<file path="config.mk">
export PLATFORM = sky130hd
export DESIGN_NAME = shuffled_combined_lcg_generator_core_flat
export DESIGN_NICKNAME = d
export VERILOG_FILES = /design/src/hdl/sclg_pkg.sv /design/src/hdl/sclg_if.sv /design/src/hdl/shuffled_combined_lcg_generator_core.sv /design/src/flat_wrapper.sv
export VERILOG_INCLUDE_DIRS = /design/src /design/src/hdl
export SDC_FILE = /design/constraint.sdc
export NUM_CORES = 2
export LEC_CHECK = 0
export ABC_AREA = 1
export BUFFER_PORTS_ARGS = -buffer_cell sky130_fd_sc_hd__buf_2
export CORE_ASPECT_RATIO = 0.5
export CORE_MARGIN = 2
export CORE_UTILIZATION = 55
export DETAILED_ROUTE_END_ITERATION = 7
export PLACE_DENSITY = 0.79
export SETUP_SLACK_MARGIN = 0.4
export SLEW_MARGIN = 20
export SYNTH_ARGS = -nofsm -noshare
export SYNTH_HDL_FRONTEND = slang
export SYNTH_SLANG_ARGS = --single-unit
</file>
<file path="constraint.sdc">
create_clock -name clk -period 9.79 [get_ports clk]
set_input_delay 2.937 -clock clk [delete_from_list [all_inputs] [get_ports clk]]
set_output_delay 2.937 -clock clk [all_outputs]
set_load 0.005 [all_outputs]
</file>
<file path="src/hdl/shuffled_combined_lcg_generator_core_macros.svh">
// ----------------------------------------------------------------------------
// Shuffled combined LCG generator: assertion macros
// Immediate-implication and next-cycle-implication checks on the core clock.
// ----------------------------------------------------------------------------
`ifndef SHUFFLED_COMBINED_LCG_GENERATOR_CORE_MACROS_SVH
`define SHUFFLED_COMBINED_LCG_GENERATOR_CORE_MACROS_SVH
`ifndef NO_ASSERTIONS
`define SCLG_ASSERT_IMP(lbl, ante, cons, msg) \
  lbl: assert property (@(posedge clk) disable iff (!rst_n) (ante) |-> (cons)) \
    else $error(msg);
`define SCLG_ASSERT_NXT(lbl, ante, cons, msg) \
  lbl: assert property (@(posedge clk) disable iff (!rst_n) (ante) |=> (cons)) \
    else $error(msg);
`else
`define SCLG_ASSERT_IMP(lbl, ante, cons, msg)
`define SCLG_ASSERT_NXT(lbl, ante, cons, msg)
`endif
`endif

</file>
<file path="src/hdl/sclg_pkg.sv">
// ----------------------------------------------------------------------------
// Shuffled combined LCG generator: package
// Constants, control word layout and the microcode program of the sequencer.
// ----------------------------------------------------------------------------
`default_nettype none

package sclg_pkg;

  localparam int unsigned RAW_W  = 31;
  localparam int unsigned FRAC_W = 32;
  localparam int unsigned MUL_W  = 16;

  localparam int TABLE_SIZE_DEF = 32;
  localparam int WARMUP         = 8;

  localparam logic [31:0] MOD1 = 32'd2147483563;
  localparam logic [31:0] MOD2 = 32'd2147483399;
  localparam logic [MUL_W-1:0] MUL1 = 16'd40014;
  localparam logic [MUL_W-1:0] MUL2 = 16'd40692;

  // The moduli sit just below 2^31, so 2^31 folds back as these small offsets.
  localparam logic [7:0] FOLD1 = 8'(32'h8000_0000 - MOD1);
  localparam logic [7:0] FOLD2 = 8'(32'h8000_0000 - MOD2);
  localparam logic [7:0] FRAC_K = 8'(2 * FOLD1);

  localparam logic [FRAC_W-1:0] FRACTION_MAX = 32'd4294966780;
  localparam logic [RAW_W-1:0]  SEED2_RESET  = 31'd123456789;

  localparam int unsigned PC_W = 4;
  localparam logic [PC_W-1:0] PC_IDLE = 4'd0;
  localparam logic [PC_W-1:0] PC_W_A  = 4'd1;
  localparam logic [PC_W-1:0] PC_W_B  = 4'd2;
  localparam logic [PC_W-1:0] PC_W_C  = 4'd3;
  localparam logic [PC_W-1:0] PC_D_A  = 4'd4;
  localparam logic [PC_W-1:0] PC_D_B  = 4'd5;
  localparam logic [PC_W-1:0] PC_D_C  = 4'd6;
  localparam logic [PC_W-1:0] PC_D_D  = 4'd7;
  localparam logic [PC_W-1:0] PC_D_E  = 4'd8;
  localparam logic [PC_W-1:0] PC_D_F  = 4'd9;
  localparam logic [PC_W-1:0] PC_D_G  = 4'd10;
  localparam logic [PC_W-1:0] PC_D_H  = 4'd11;
  localparam logic [PC_W-1:0] PC_D_I  = 4'd12;
  localparam logic [PC_W-1:0] PC_D_J  = 4'd13;

  localparam logic [1:0] JMP_NEXT     = 2'd0;
  localparam logic [1:0] JMP_DISPATCH = 2'd1;
  localparam logic [1:0] JMP_LOOP     = 2'd2;
  localparam logic [1:0] JMP_ALWAYS   = 2'd3;

  typedef struct packed {
    logic            mul_en;
    logic            red_en;
    logic            st_wr;
    logic            gen;
    logic            idx_est;
    logic            idx_fix;
    logic            mem_rd;
    logic            mem_wr;
    logic            fill;
    logic            diff_en;
    logic            frac_mul;
    logic            frac_fix;
    logic            out_ld;
    logic [1:0]      jmp;
    logic [PC_W-1:0] target;
  } uword_t;

  function automatic uword_t ucode(input logic [PC_W-1:0] pc);
    uword_t w;
    w = '0;
    unique case (pc)
      PC_IDLE: w.jmp = JMP_DISPATCH;
      PC_W_A:  w.mul_en = 1'b1;
      PC_W_B:  w.red_en = 1'b1;
      PC_W_C: begin
        w.st_wr  = 1'b1;
        w.fill   = 1'b1;
        w.jmp    = JMP_LOOP;
        w.target = PC_W_A;
      end
      PC_D_A: begin
        w.mul_en  = 1'b1;
        w.idx_est = 1'b1;
      end
      PC_D_B: begin
        w.red_en  = 1'b1;
        w.idx_fix = 1'b1;
      end
      PC_D_C: begin
        w.st_wr  = 1'b1;
        w.mem_rd = 1'b1;
      end
      PC_D_D: begin
        w.mul_en = 1'b1;
        w.gen    = 1'b1;
        w.mem_wr = 1'b1;
      end
      PC_D_E: begin
        w.red_en = 1'b1;
        w.gen    = 1'b1;
      end
      PC_D_F: begin
        w.st_wr = 1'b1;
        w.gen   = 1'b1;
      end
      PC_D_G: w.diff_en  = 1'b1;
      PC_D_H: w.frac_mul = 1'b1;
      PC_D_I: w.frac_fix = 1'b1;
      PC_D_J: begin
        w.out_ld = 1'b1;
        w.jmp    = JMP_ALWAYS;
        w.target = PC_IDLE;
      end
      default: begin
        w.jmp    = JMP_ALWAYS;
        w.target = PC_IDLE;
      end
    endcase
    return w;
  endfunction

endpackage

`default_nettype wire

</file>
<file path="src/hdl/sclg_if.sv">
// ----------------------------------------------------------------------------
// Shuffled combined LCG generator: channel interfaces
// Request and result channels with a valid/ready handshake.
// ----------------------------------------------------------------------------
`default_nettype none

interface sclg_in_if;
  logic                        valid;
  logic                        ready;
  logic                        func;
  logic [sclg_pkg::RAW_W-1:0]  seed_value;

  modport source (output valid, func, seed_value, input ready);
  modport sink   (input valid, func, seed_value, output ready);
endinterface

interface sclg_out_if;
  logic                        valid;
  logic                        ready;
  logic [sclg_pkg::RAW_W-1:0]  raw_value;
  logic [sclg_pkg::FRAC_W-1:0] fraction;

  modport source (output valid, raw_value, fraction, input ready);
  modport sink   (input valid, raw_value, fraction, output ready);
endinterface

`default_nettype wire

</file>
<file path="src/hdl/shuffled_combined_lcg_generator_core.sv">
// ----------------------------------------------------------------------------
// Shuffled combined LCG generator core
// Two multiplicative congruential generators mixed through a shuffle table,
// run by a microcoded sequencer over one shared multiply-and-fold datapath.
// ----------------------------------------------------------------------------
//   channel   direction  payload                  handshake
//   in_ch     sink       func, seed_value         valid / ready
//   out_ch    source     raw_value, fraction      valid / ready
//
// A draw steps through the states PC_D_A to PC_D_J and loads the result
// register in PC_D_J; the sequencer then returns to idle, where the next transaction is taken.
// A reseed, or a draw while unseeded, first runs TABLE_SIZE + 8 warm-up steps,
// each through the states PC_W_A, PC_W_B and PC_W_C of the shared multiply and
// modulus fold unit, and then goes on to the draw.
// Reset is synchronous; the core is idle and unseeded after it.
// The last step waits while an earlier result has not been taken.
`default_nettype none

`include "shuffled_combined_lcg_generator_core_macros.svh"

module shuffled_combined_lcg_generator_core #(
  parameter int TABLE_SIZE = sclg_pkg::TABLE_SIZE_DEF
) (
  input  wire logic   clk,
  input  wire logic   rst_n,
  sclg_in_if.sink     in_ch,
  sclg_out_if.source  out_ch
);

  localparam int RAW_W  = sclg_pkg::RAW_W;
  localparam int FRAC_W = sclg_pkg::FRAC_W;
  localparam int PC_W   = sclg_pkg::PC_W;
  localparam int WARM   = sclg_pkg::WARMUP;
  localparam int IDX_W  = (TABLE_SIZE > 1) ? $clog2(TABLE_SIZE) : 1;
  localparam int CNT_W  = $clog2(TABLE_SIZE + WARM);
  localparam logic [CNT_W-1:0] CNT_LAST = CNT_W'(TABLE_SIZE + WARM - 1);
  localparam logic [CNT_W-1:0] CNT_WARM = CNT_W'(WARM);

  localparam logic [63:0] IDX_DIV64 =
    64'd1 + (64'(sclg_pkg::MOD1) - 64'd1) / 64'(TABLE_SIZE);
  localparam logic [63:0] IDX_REC64 = (64'd1 << 31) / IDX_DIV64;
  localparam int REC_W = $clog2(IDX_REC64 + 1);
  localparam int EST_W = REC_W + 1;
  localparam logic [RAW_W-1:0]       IDX_DIV = RAW_W'(IDX_DIV64);
  localparam logic [REC_W-1:0]       IDX_REC = REC_W'(IDX_REC64);
  localparam logic [EST_W-1:0]       IDX_MAX = EST_W'(TABLE_SIZE - 1);
  localparam logic [RAW_W-1:0]       RAW_MAX = RAW_W'(sclg_pkg::MOD1 - 32'd1);

  sclg_pkg::uword_t uw;

  logic [PC_W-1:0]  pc_r, pc_nxt;
  logic [CNT_W-1:0] cnt_r, cnt_nxt;
  logic [RAW_W-1:0] s1_r, s1_nxt;
  logic [RAW_W-1:0] s2_r, s2_nxt;
  logic [RAW_W-1:0] last_r, last_nxt;
  logic             out_valid_r, out_valid_nxt;

  logic [RAW_W+sclg_pkg::MUL_W-1:0] p_r, p_nxt;
  logic [31:0]            y_r, y_nxt;
  logic [REC_W-1:0]       ie_r;
  logic [IDX_W-1:0]       idx_r;
  logic [RAW_W-1:0]       rd_r;
  logic [38:0]            fy_r, fy_nxt;
  logic [7:0]             fq_r;
  logic [31:0]            frr_r, frr_nxt;
  logic [RAW_W-1:0]       out_raw_r;
  logic [FRAC_W-1:0]      out_frac_r, frac_nxt;

  logic [RAW_W-1:0] tbl_mem [TABLE_SIZE];

  logic                    accept, seed_go, hold, out_go, at_last;
  logic [RAW_W-1:0]        seed_c, s_op, red_c, diff_c;
  logic [sclg_pkg::MUL_W-1:0] mul_c;
  logic [7:0]              fold_c;
  logic [31:0]             mod_c;
  logic [23:0]             hd_c;
  logic [RAW_W+REC_W-1:0]  ie_prod, idiv_c, irem_c;
  logic [EST_W-1:0]        isum_c, iclamp_c;
  logic [32:0]             dsub_c, dadj_c;
  logic [14:0]             fqd_c;
  logic [8:0]              fqs_c;
  logic [32:0]             fsum_c;
  logic                    mem_we;
  logic [IDX_W-1:0]        mem_wa, fill_idx;
  logic [RAW_W-1:0]        mem_wd;

  assign uw = sclg_pkg::ucode(pc_r);

  assign in_ch.ready      = (pc_r == sclg_pkg::PC_IDLE);
  assign accept           = in_ch.valid && in_ch.ready;
  assign seed_go          = in_ch.func || (s1_r == '0);
  assign seed_c           = (in_ch.func && (in_ch.seed_value != '0)) ?
                            in_ch.seed_value : RAW_W'(1);
  assign at_last          = (cnt_r == CNT_LAST);
  assign hold             = uw.out_ld && out_valid_r && !out_ch.ready;
  assign out_go           = uw.out_ld && !hold;

  // Shared generator step: (mul * x) mod m, folding 2^31 back as 2^31 - m.
  assign s_op   = uw.gen ? s2_r : s1_r;
  assign mul_c  = uw.gen ? sclg_pkg::MUL2 : sclg_pkg::MUL1;
  assign fold_c = uw.gen ? sclg_pkg::FOLD2 : sclg_pkg::FOLD1;
  assign mod_c  = uw.gen ? sclg_pkg::MOD2 : sclg_pkg::MOD1;
  assign p_nxt  = s_op * mul_c;
  assign hd_c   = p_r[RAW_W+sclg_pkg::MUL_W-1:RAW_W] * fold_c;
  assign y_nxt  = {1'b0, p_r[RAW_W-1:0]} + {8'd0, hd_c};
  assign red_c  = (y_r >= mod_c) ? RAW_W'(y_r - mod_c) : y_r[RAW_W-1:0];

  // Table index: last output over the bucket width, by reciprocal and one fix.
  assign ie_prod  = last_r * IDX_REC;
  assign idiv_c   = ie_r * IDX_DIV;
  assign irem_c   = {{REC_W{1'b0}}, last_r} - idiv_c;
  assign isum_c   = {1'b0, ie_r} + EST_W'(irem_c >= {{REC_W{1'b0}}, IDX_DIV});
  assign iclamp_c = (isum_c > IDX_MAX) ? IDX_MAX : isum_c;

  assign dsub_c = {2'b00, rd_r} - {2'b00, s2_r};
  assign dadj_c = (dsub_c[32] || (dsub_c == '0)) ?
                  dsub_c + 33'(sclg_pkg::MOD1 - 32'd1) : dsub_c;
  assign diff_c = dadj_c[RAW_W-1:0];

  // Fraction: 2v + floor(2 * fold * v / m), since 2^32 = 2 * (m + fold).
  assign fy_nxt   = last_r * sclg_pkg::FRAC_K;
  assign fqd_c    = fy_r[38:31] * sclg_pkg::FOLD1;
  assign frr_nxt  = {1'b0, fy_r[30:0]} + {17'd0, fqd_c};
  assign fqs_c    = {1'b0, fq_r} + 9'(frr_r >= sclg_pkg::MOD1);
  assign fsum_c   = {1'b0, last_r, 1'b0} + {24'd0, fqs_c};
  assign frac_nxt = (fsum_c > {1'b0, sclg_pkg::FRACTION_MAX}) ?
                    sclg_pkg::FRACTION_MAX : fsum_c[FRAC_W-1:0];

  assign fill_idx = IDX_W'(CNT_LAST - cnt_r);
  assign mem_we   = (uw.fill && (cnt_r >= CNT_WARM)) || uw.mem_wr;
  assign mem_wa   = uw.fill ? fill_idx : idx_r;
  assign mem_wd   = uw.fill ? red_c : s1_r;

  always_comb begin
    pc_nxt = pc_r;
    unique case (uw.jmp)
      sclg_pkg::JMP_NEXT: pc_nxt = pc_r + PC_W'(1);
      sclg_pkg::JMP_DISPATCH: begin
        if (accept) begin
          pc_nxt = seed_go ? sclg_pkg::PC_W_A : sclg_pkg::PC_D_A;
        end
      end
      sclg_pkg::JMP_LOOP: pc_nxt = at_last ? pc_r + PC_W'(1) : uw.target;
      sclg_pkg::JMP_ALWAYS: pc_nxt = uw.target;
    endcase
    if (hold) begin
      pc_nxt = pc_r;
    end
  end

  always_comb begin
    cnt_nxt  = cnt_r;
    s1_nxt   = s1_r;
    s2_nxt   = s2_r;
    last_nxt = last_r;
    if (accept && seed_go) begin
      cnt_nxt = '0;
      s1_nxt  = seed_c;
      s2_nxt  = seed_c;
    end
    if (uw.fill && !at_last) begin
      cnt_nxt = cnt_r + CNT_W'(1);
    end
    if (uw.st_wr && !uw.gen) begin
      s1_nxt = red_c;
    end
    if (uw.st_wr && uw.gen) begin
      s2_nxt = red_c;
    end
    if (uw.fill && at_last) begin
      last_nxt = red_c;
    end
    if (uw.diff_en) begin
      last_nxt = diff_c;
    end
    out_valid_nxt = out_valid_r && !out_ch.ready;
    if (out_go) begin
      out_valid_nxt = 1'b1;
    end
  end

  always_ff @(posedge clk) begin
    if (!rst_n) begin
      pc_r        <= sclg_pkg::PC_IDLE;
      cnt_r       <= '0;
      s1_r        <= '0;
      s2_r        <= sclg_pkg::SEED2_RESET;
      last_r      <= '0;
      out_valid_r <= 1'b0;
    end else begin
      pc_r        <= pc_nxt;
      cnt_r       <= cnt_nxt;
      s1_r        <= s1_nxt;
      s2_r        <= s2_nxt;
      last_r      <= last_nxt;
      out_valid_r <= out_valid_nxt;
    end
  end

  always_ff @(posedge clk) begin
    if (uw.mul_en) begin
      p_r <= p_nxt;
    end
    if (uw.red_en) begin
      y_r <= y_nxt;
    end
    if (uw.idx_est) begin
      ie_r <= ie_prod[RAW_W+REC_W-1:RAW_W];
    end
    if (uw.idx_fix) begin
      idx_r <= iclamp_c[IDX_W-1:0];
    end
    if (uw.frac_mul) begin
      fy_r <= fy_nxt;
    end
    if (uw.frac_fix) begin
      fq_r  <= fy_r[38:31];
      frr_r <= frr_nxt;
    end
    if (out_go) begin
      out_raw_r  <= last_r;
      out_frac_r <= frac_nxt;
    end
  end

  always_ff @(posedge clk) begin
    if (mem_we) begin
      tbl_mem[mem_wa] <= mem_wd;
    end
    if (uw.mem_rd) begin
      rd_r <= tbl_mem[idx_r];
    end
  end

  assign out_ch.valid     = out_valid_r;
  assign out_ch.raw_value = out_raw_r;
  assign out_ch.fraction  = out_frac_r;

  `SCLG_ASSERT_NXT(a_accept_starts, in_ch.valid && in_ch.ready, pc_r != sclg_pkg::PC_IDLE, "accepted transaction did not start the sequence")
  `SCLG_ASSERT_IMP(a_first_reduced, pc_r == sclg_pkg::PC_D_D, 32'(s1_r) < sclg_pkg::MOD1, "first generator state not reduced below its modulus")
  `SCLG_ASSERT_IMP(a_raw_range, out_valid_r, (out_raw_r != '0) && (out_raw_r <= RAW_MAX), "result integer outside its range")

endmodule

`default_nettype wire
</file>
<file path="src/flat_wrapper.sv">
// flat-port wrapper written by rule: the top's interface ports become plain ports
module shuffled_combined_lcg_generator_core_flat 
#(
  parameter int TABLE_SIZE = sclg_pkg::TABLE_SIZE_DEF
)
  (clk, rst_n, in_ch_valid, in_ch_func, in_ch_seed_value, in_ch_ready, out_ch_valid, out_ch_raw_value, out_ch_fraction, out_ch_ready);
  sclg_in_if in_ch_i ();
  sclg_out_if out_ch_i ();
  input  wire logic clk;
  input  wire logic rst_n;
  input wire logic [$bits(in_ch_i.valid)-1:0] in_ch_valid;
  input wire logic [$bits(in_ch_i.func)-1:0] in_ch_func;
  input wire logic [$bits(in_ch_i.seed_value)-1:0] in_ch_seed_value;
  output wire logic [$bits(in_ch_i.ready)-1:0] in_ch_ready;
  output wire logic [$bits(out_ch_i.valid)-1:0] out_ch_valid;
  output wire logic [$bits(out_ch_i.raw_value)-1:0] out_ch_raw_value;
  output wire logic [$bits(out_ch_i.fraction)-1:0] out_ch_fraction;
  input wire logic [$bits(out_ch_i.ready)-1:0] out_ch_ready;
  assign in_ch_i.valid = in_ch_valid;
  assign in_ch_i.func = in_ch_func;
  assign in_ch_i.seed_value = in_ch_seed_value;
  assign in_ch_ready = in_ch_i.ready;
  assign out_ch_valid = out_ch_i.valid;
  assign out_ch_raw_value = out_ch_i.raw_value;
  assign out_ch_fraction = out_ch_i.fraction;
  assign out_ch_i.ready = out_ch_ready;
  shuffled_combined_lcg_generator_core #(.TABLE_SIZE(TABLE_SIZE)) u_core (.clk(clk), .rst_n(rst_n), .in_ch(in_ch_i), .out_ch(out_ch_i));
endmodule
</file>
; ---- Yosys cells after proc, flatten, opt, wreduce, memory -nomap -nowiden
; Memories as Yosys holds them, arrays and structs flattened. A register that Yosys moved wholly into a read port is not among the register bits.
; Cells that the tools add are included.
[op_classes]
magnitude_cmp = 6
n_reduce_logical = 34
n_addsub = 12
bitwise = 1
n_mul = 5
muxes = 38
n_eq_ne = 18
[ops]
columns = operator, count
row1 = 31-bit 2-to-1 mux, 10
row2 = 31-bit by 16-bit multiplier with 47-bit output, 1
row3 = 31-bit by 7-bit multiplier with 38-bit output (second input constant), 1
row4 = 37-bit by 26-bit >= comparator with 1-bit output (second input constant), 1
row5 = 32-bit by 9-bit adder with 33-bit output, 1
row6 = 33-bit by 32-bit > comparator with 1-bit output (second input constant), 1
row7 = 33-bit zero test, 1
row8 = 31-bit by 32-bit subtractor with 33-bit output, 1
row9 = 31-bit by 15-bit adder with 32-bit output, 1
row10 = 31-bit by 24-bit adder with 32-bit output, 1
row11 = 32-bit by 31-bit >= comparator with 1-bit output, 1
row12 = 32-bit by 31-bit >= comparator with 1-bit output (second input constant), 1
row13 = 31-bit by 31-bit subtractor with 32-bit output, 1
row14 = 31-bit adder (second input constant), 1
row15 = 31-bit zero test, 1
row16 = 31-bit nonzero test, 1
row17 = 31-bit subtractor, 1
row18 = 5-bit by 25-bit multiplier with 30-bit output (second input constant), 1
row19 = 4-bit == test (second input constant), 6
row20 = 16-bit by 8-bit multiplier with 24-bit output, 1
row21 = 1-bit 2-to-1 mux, 17
row22 = 4-bit by 3-bit == test with 1-bit output (second input constant), 4
row23 = 8-bit 2-to-1 mux, 2
row24 = 4-bit case mux with 4 select lines, 1
row25 = other kinds (30), 56
[word_totals]
mem_bits_rw = 992
register_bits = 334
inputBits = 36
out_inout_bits = 65
mem_count = 1
[mem_list]
columns = name, depth, word_bits, rd, rd_clocked_by_memory_dff, write_ports, line
row1 = u_core.tbl_mem, 32, 31, 1, 1, 1, shuffled_combined_lcg_generator_core.sv:69  ; logic [RAW_W-1:0] tbl_mem [TABLE_SIZE];

; ---- Longest topological paths before layout
[depth]
word_depth = 8
depth_mapped = 35
ltp_nobuf = 35

; ---- Least setup slack after synthesis
; Ideal clock, no wire load.
[synth_path]
path_kind = input -> register
start = input out_ch_ready
end = register u_core.out_frac_r[0], in the netlist u_core.out_ch.fraction[0], enable pin
cell_stages = 2
slack_ns = 1.962
t_arrival_ns = 7.267
path_cell_list = nor2_1 nor3_1
[synth_via]
elab_chain_cells = 4
[synth_lines]
columns = element, line
row1 = "start, declared", flat_wrapper.sv:18  ; input wire logic [$bits(out_ch_i.ready)-1:0] out_ch_ready;
row2 = 1-bit zero test, shuffled_combined_lcg_generator_core.sv:95  ; assign hold = uw.out_ld && out_valid_r && !out_ch.ready;
row3 = 1-bit logical AND, shuffled_combined_lcg_generator_core.sv:95
row4 = 1-bit zero test, shuffled_combined_lcg_generator_core.sv:96  ; assign out_go = uw.out_ld && !hold;
row5 = 1-bit logical AND, shuffled_combined_lcg_generator_core.sv:96
row6 = net u_core.out_go, shuffled_combined_lcg_generator_core.sv:71  ; logic accept, seed_go, hold, out_go, at_last;
row7 = "end signal, assigned", shuffled_combined_lcg_generator_core.sv:222  ; out_frac_r <= frac_nxt;
row8 = "end, declared", shuffled_combined_lcg_generator_core.sv:67  ; logic [FRAC_W-1:0] out_frac_r, frac_nxt;
; The timed path passes the listed nets, and every way through them passes these cells.
; A chain may end at the register's enable or synchronous reset.

; ---- Final worst setup path
[layout_path]
start = register u_core.pc_r[0]
end = register u_core.p_r[32] (netlist bit), data pin
[layout_via]
elab_chain_cells = 5
word_cells_on_any_way = 8
cone_classes = 1 x mul / 3 x eq/ne / 3 x mux / 1 x reduce/logical
[layout_lines]
columns = element, line
row1 = "start, declared", shuffled_combined_lcg_generator_core.sv:51  ; logic [PC_W-1:0] pc_r, pc_nxt;
row2 = "start signal, assigned", shuffled_combined_lcg_generator_core.sv:184  ; pc_r <= sclg_pkg::PC_IDLE;
row3 = "start signal, assigned", shuffled_combined_lcg_generator_core.sv:191  ; pc_r <= pc_nxt;
row4 = 4-bit by 3-bit == test with 1-bit output / 4-bit == test (equally long branches), sclg_pkg.sv:71  ; unique case (pc)
row5 = 3-bit OR reduction (no line) *, n/a
row6 = 1-bit 2-to-1 mux *, sclg_pkg.sv:71
row7 = 31-bit 2-to-1 mux / 10-bit 2-to-1 mux (equally long branches), "shuffled_combined_lcg_generator_core.sv:99, shuffled_combined_lcg_generator_core.sv:100"
row8 = 31-bit by 16-bit multiplier with 47-bit output *, shuffled_combined_lcg_generator_core.sv:103  ; assign p_nxt = s_op * mul_c;
row9 = "net u_core.p_nxt, one bit", shuffled_combined_lcg_generator_core.sv:58  ; logic [RAW_W+sclg_pkg::MUL_W-1:0] p_r, p_nxt;
row10 = "end signal, assigned", shuffled_combined_lcg_generator_core.sv:202  ; p_r <= p_nxt;
row11 = "end, declared", shuffled_combined_lcg_generator_core.sv:58
; The timed path passes the listed nets; every way through them passes the cells marked *.

==> impl_metrics.json <==
{
  "status": "complete, no violations",
  "fmax_mhz": 120,
  "dp_hpwl_mm": 163,
  "yosys-top-cells-area": "edfxtp_1 46%, fa_1 11%, ha_1 7.5%, inv_1 5.8%, nand2_1 5.0%",
  "dpl_cell_area_um2": 85400,
  "ir_drop_uv": 468,
  "fin_setup_tns_ps": 0,
  "gp_congestion": 1.02,
  "synthFlopType": "edfxtp_1",
  "wirelength_mm": 242,
  "syn_area_um2": 82200,
  "cts_resized": 0,
  "htreeDepth": 3,
  "antenna_found_initial": 7,
  "chipWidth_um": 551,
  "numPortBuffers": 100,
  "rsz0062_at_grt": "false",
  "cts_tree": "built",
  "fin_util_pct": 60.2,
  "dieHeight_um": 277,
  "synthCells": 8125,
  "viasPerCell": 6.03,
  "ctsHoldBuffers": 0,
  "finalCritPeriodShare_pct": 85.3,
  "crit_top_cell": "inv_1",
  "hp-start": "u_core.s2_r[30]",
  "dieArea_um2": 153000,
  "post-route-cell-area_um2": 89400,
  "start_kind": "flip-flop",
  "routedWlPerCell_um": 23.6,
  "finalNonFillerCells": 10300,
  "grt_pass1_vias": 59000,
  "dp.cells": 10100,
  "cts.sinks": 1355,
  "critPathLaunch": "u_core.pc_r[0]",
  "cpPeakStageDelay_ps": 590,
  "drtIter0Drc": 8584,
  "synth_edf_count": 1251,
  "cts_max_path_buffers": 3,
  "syn_area_per_cell_um2": 10.1,
  "gr-total-overflow": 0,
  "maxSlewViolCount": 0,
  "async_flop_share_pct": 0,
  "powerDensity_nw_per_um2": 324,
  "maxCapViolCount": 0,
  "grt_pass1_wl_mm": 359,
  "period_needed_ps": 8350,
  "relSlewSlack_pct": 13.8,
  "drc": 0,
  "synth_warnings": 0,
  "worstMarginPinSlew_ps": 1280,
  "ys_ff_latch": 1355,
  "crit_family": "adder cells",
  "clkSlewWorstSetupHoldPaths_ps": 70,
  "cts_buffers": 116,
  "r2r-start": "u_core.pc_r[0]",
  "seq_area_frac_synth_pct": 48.2,
  "finalSetupViolCount": 0,
  "synth_fp_nets": 9121,
  "io-pin-count": 101,
  "clk_latency_ps": 810,
  "fp-row-count": 100,
  "cp.arrival_ps": 8860,
  "synth_top_cell_by_area": "edfxtp_1",
  "via_count": 61900,
  "endpoint_kind": "flip-flop",
  "nets": 9182,
  "crit_slowest_cell": "fa_1",
  "p_total_w": 0.0290,
  "final_hold_viol_count": 0,
  "ys_types": 59,
  "fillers": 11900,
  "postCtsSetupBuffers": 0,
  "final_cell_mix": "1273 x inv_1, 1251 x edfxtp_1, 1082 x nand2_1, 918 x nor2_1, 732 x o21ai_0",
  "diodes": 0,
  "crit_fanout": 49,
  "ctsRootBufferMaster": "clkbuf_16",
  "drive_above_1_share_pct": 6.20,
  "coreArea_um2": 149000,
  "final_common_cell": "inv_1",
  "grt_max_degree": 159,
  "synth_top_area_share_pct": 45.7,
  "worst-endpoint-required_ps": 10300,
  "floorplan.initialDensity_pct": 55.3,
  "clock_skew_ps": 79.0,
  "track_usage_pct": 31.3,
  "ant_nets": 0,
  "p_leak_nw": 38.0,
  "path_class": "reg -> reg",
  "area_growth_syn_to_layout_pct": 8.76,
  "path_buf_inv": 9,
  "firstDrtPassIters": 6,
  "r2r_slack_ps": 1440,
  "hp-class": "reg -> reg"
}
==> synth_stat cells, drive strengths merged, types with 6 or more instances <==
cell type,number
ha,493
buf,23
a32oi,29
o21ai,758
nand3,268
nand4,56
a21o,9
or2,9
edfxtp,1251
xor2,154
and3,6
a21oi,276
fa,467
inv,1278
xnor2,73
o21a,15
nor4,33
dfxtp,104
and2,6
nor3,65
nor2,968
nand2,1100
clkbuf,256
o221ai,189
a211oi,11
a31oi,68
o211ai,18
a22oi,17
o22ai,78
o21bai,20
==> metrics by stage <==
step / setup slack (ps) / hold WS [ps]
global route: 859 / 525
finish: 1440 / 491
floorplan: 1960 / 457
CTS: 1500 / 491
global placement: 1650 / 474
detailed placement: 1530 / 481
==> report_power, final <==
group / switching (W) / leakage (nW) / internal (W)
logic: 0.0106 / 23.6 / 0.00557
registers: 0.000385 / 12.5 / 0.00752
clock network: 0.00225 / 1.92 / 0.00261
total: 0.0133 / 38.0 / 0.0157
==> routing by layer <==
layer,vias to the layer above,global-route usage (%),wire length [µm]
met5,-,0,75
met1,29900,43.7,95400
li1,27600,-,-
met3,645,6.76,29400
met4,12,11.6,10100
met2,3730,48.2,107000
==> path summary, 6_finish.rpt <==
check,endpoint,cells past startpoint
hold / removal,u_core.s2_r[30],2
hold reg to reg,u_core.s2_r[30],2
setup / recovery,u_core.p_r[32],31
setup reg to reg,u_core.p_r[32],31
==> logic make-up (layout without fill, tap and decap cells) <==
family,after synthesis,in the layout,synth area share [%]
DFF,1355,1355,48.2
and+or+nand+nor,2517,2517,12.5
buffers and inverters,1558,1720,7.19
AOI/OAI and AO/OA,1508,1508,10.8
xor gates and xnor gates,227,227,2.43
adders and majority gates,960,960,18.9
==> final cells by class <==
class / instances / area, µm² / area share [%]
Sequential cell: 1355 / 39600 / 44.3
Multi-Input combinational cell: 5212 / 37100 / 41.4
Inverter: 1279 / 4820 / 5.39
Clock inverter: 85 / 981 / 1.10
Clock buffer: 134 / 2990 / 3.34
Tap cell: 1989 / 2490 / 2.78
Timing Repair Buffer: 222 / 1440 / 1.61
==> worst min-delay path, delay by kind of cell (launching register included) <==
kind / cells / cell delay [ps]
compound gates: 1 / 50
flops: 1 / 330
simple gates: 1 / 70
==> state kept, by name, summed over array words and instances (netlist names) <==
| signal | count |
|---|---|
| u_core.out_ch.raw_value | 31 |
| u_core.s1_r | 31 |
| u_core.y_r | 32 |
| u_core.out_ch.valid | 1 |
| u_core.s2_r | 31 |
| u_core.frr_r | 32 |
| u_core.p_r | 46 |
| u_core.pc_r | 4 |
| u_core.fy_r | 38 |
| u_core.ie_r | 5 |
| u_core.last_r | 31 |
| u_core.rd_r | 31 |
| u_core.tbl_mem | 992 |
| u_core.fq_r | 7 |
| u_core.idx_r | 5 |
| u_core.out_ch.fraction | 32 |
| u_core.cnt_r | 6 |
(Power assumes the default switching activity.)
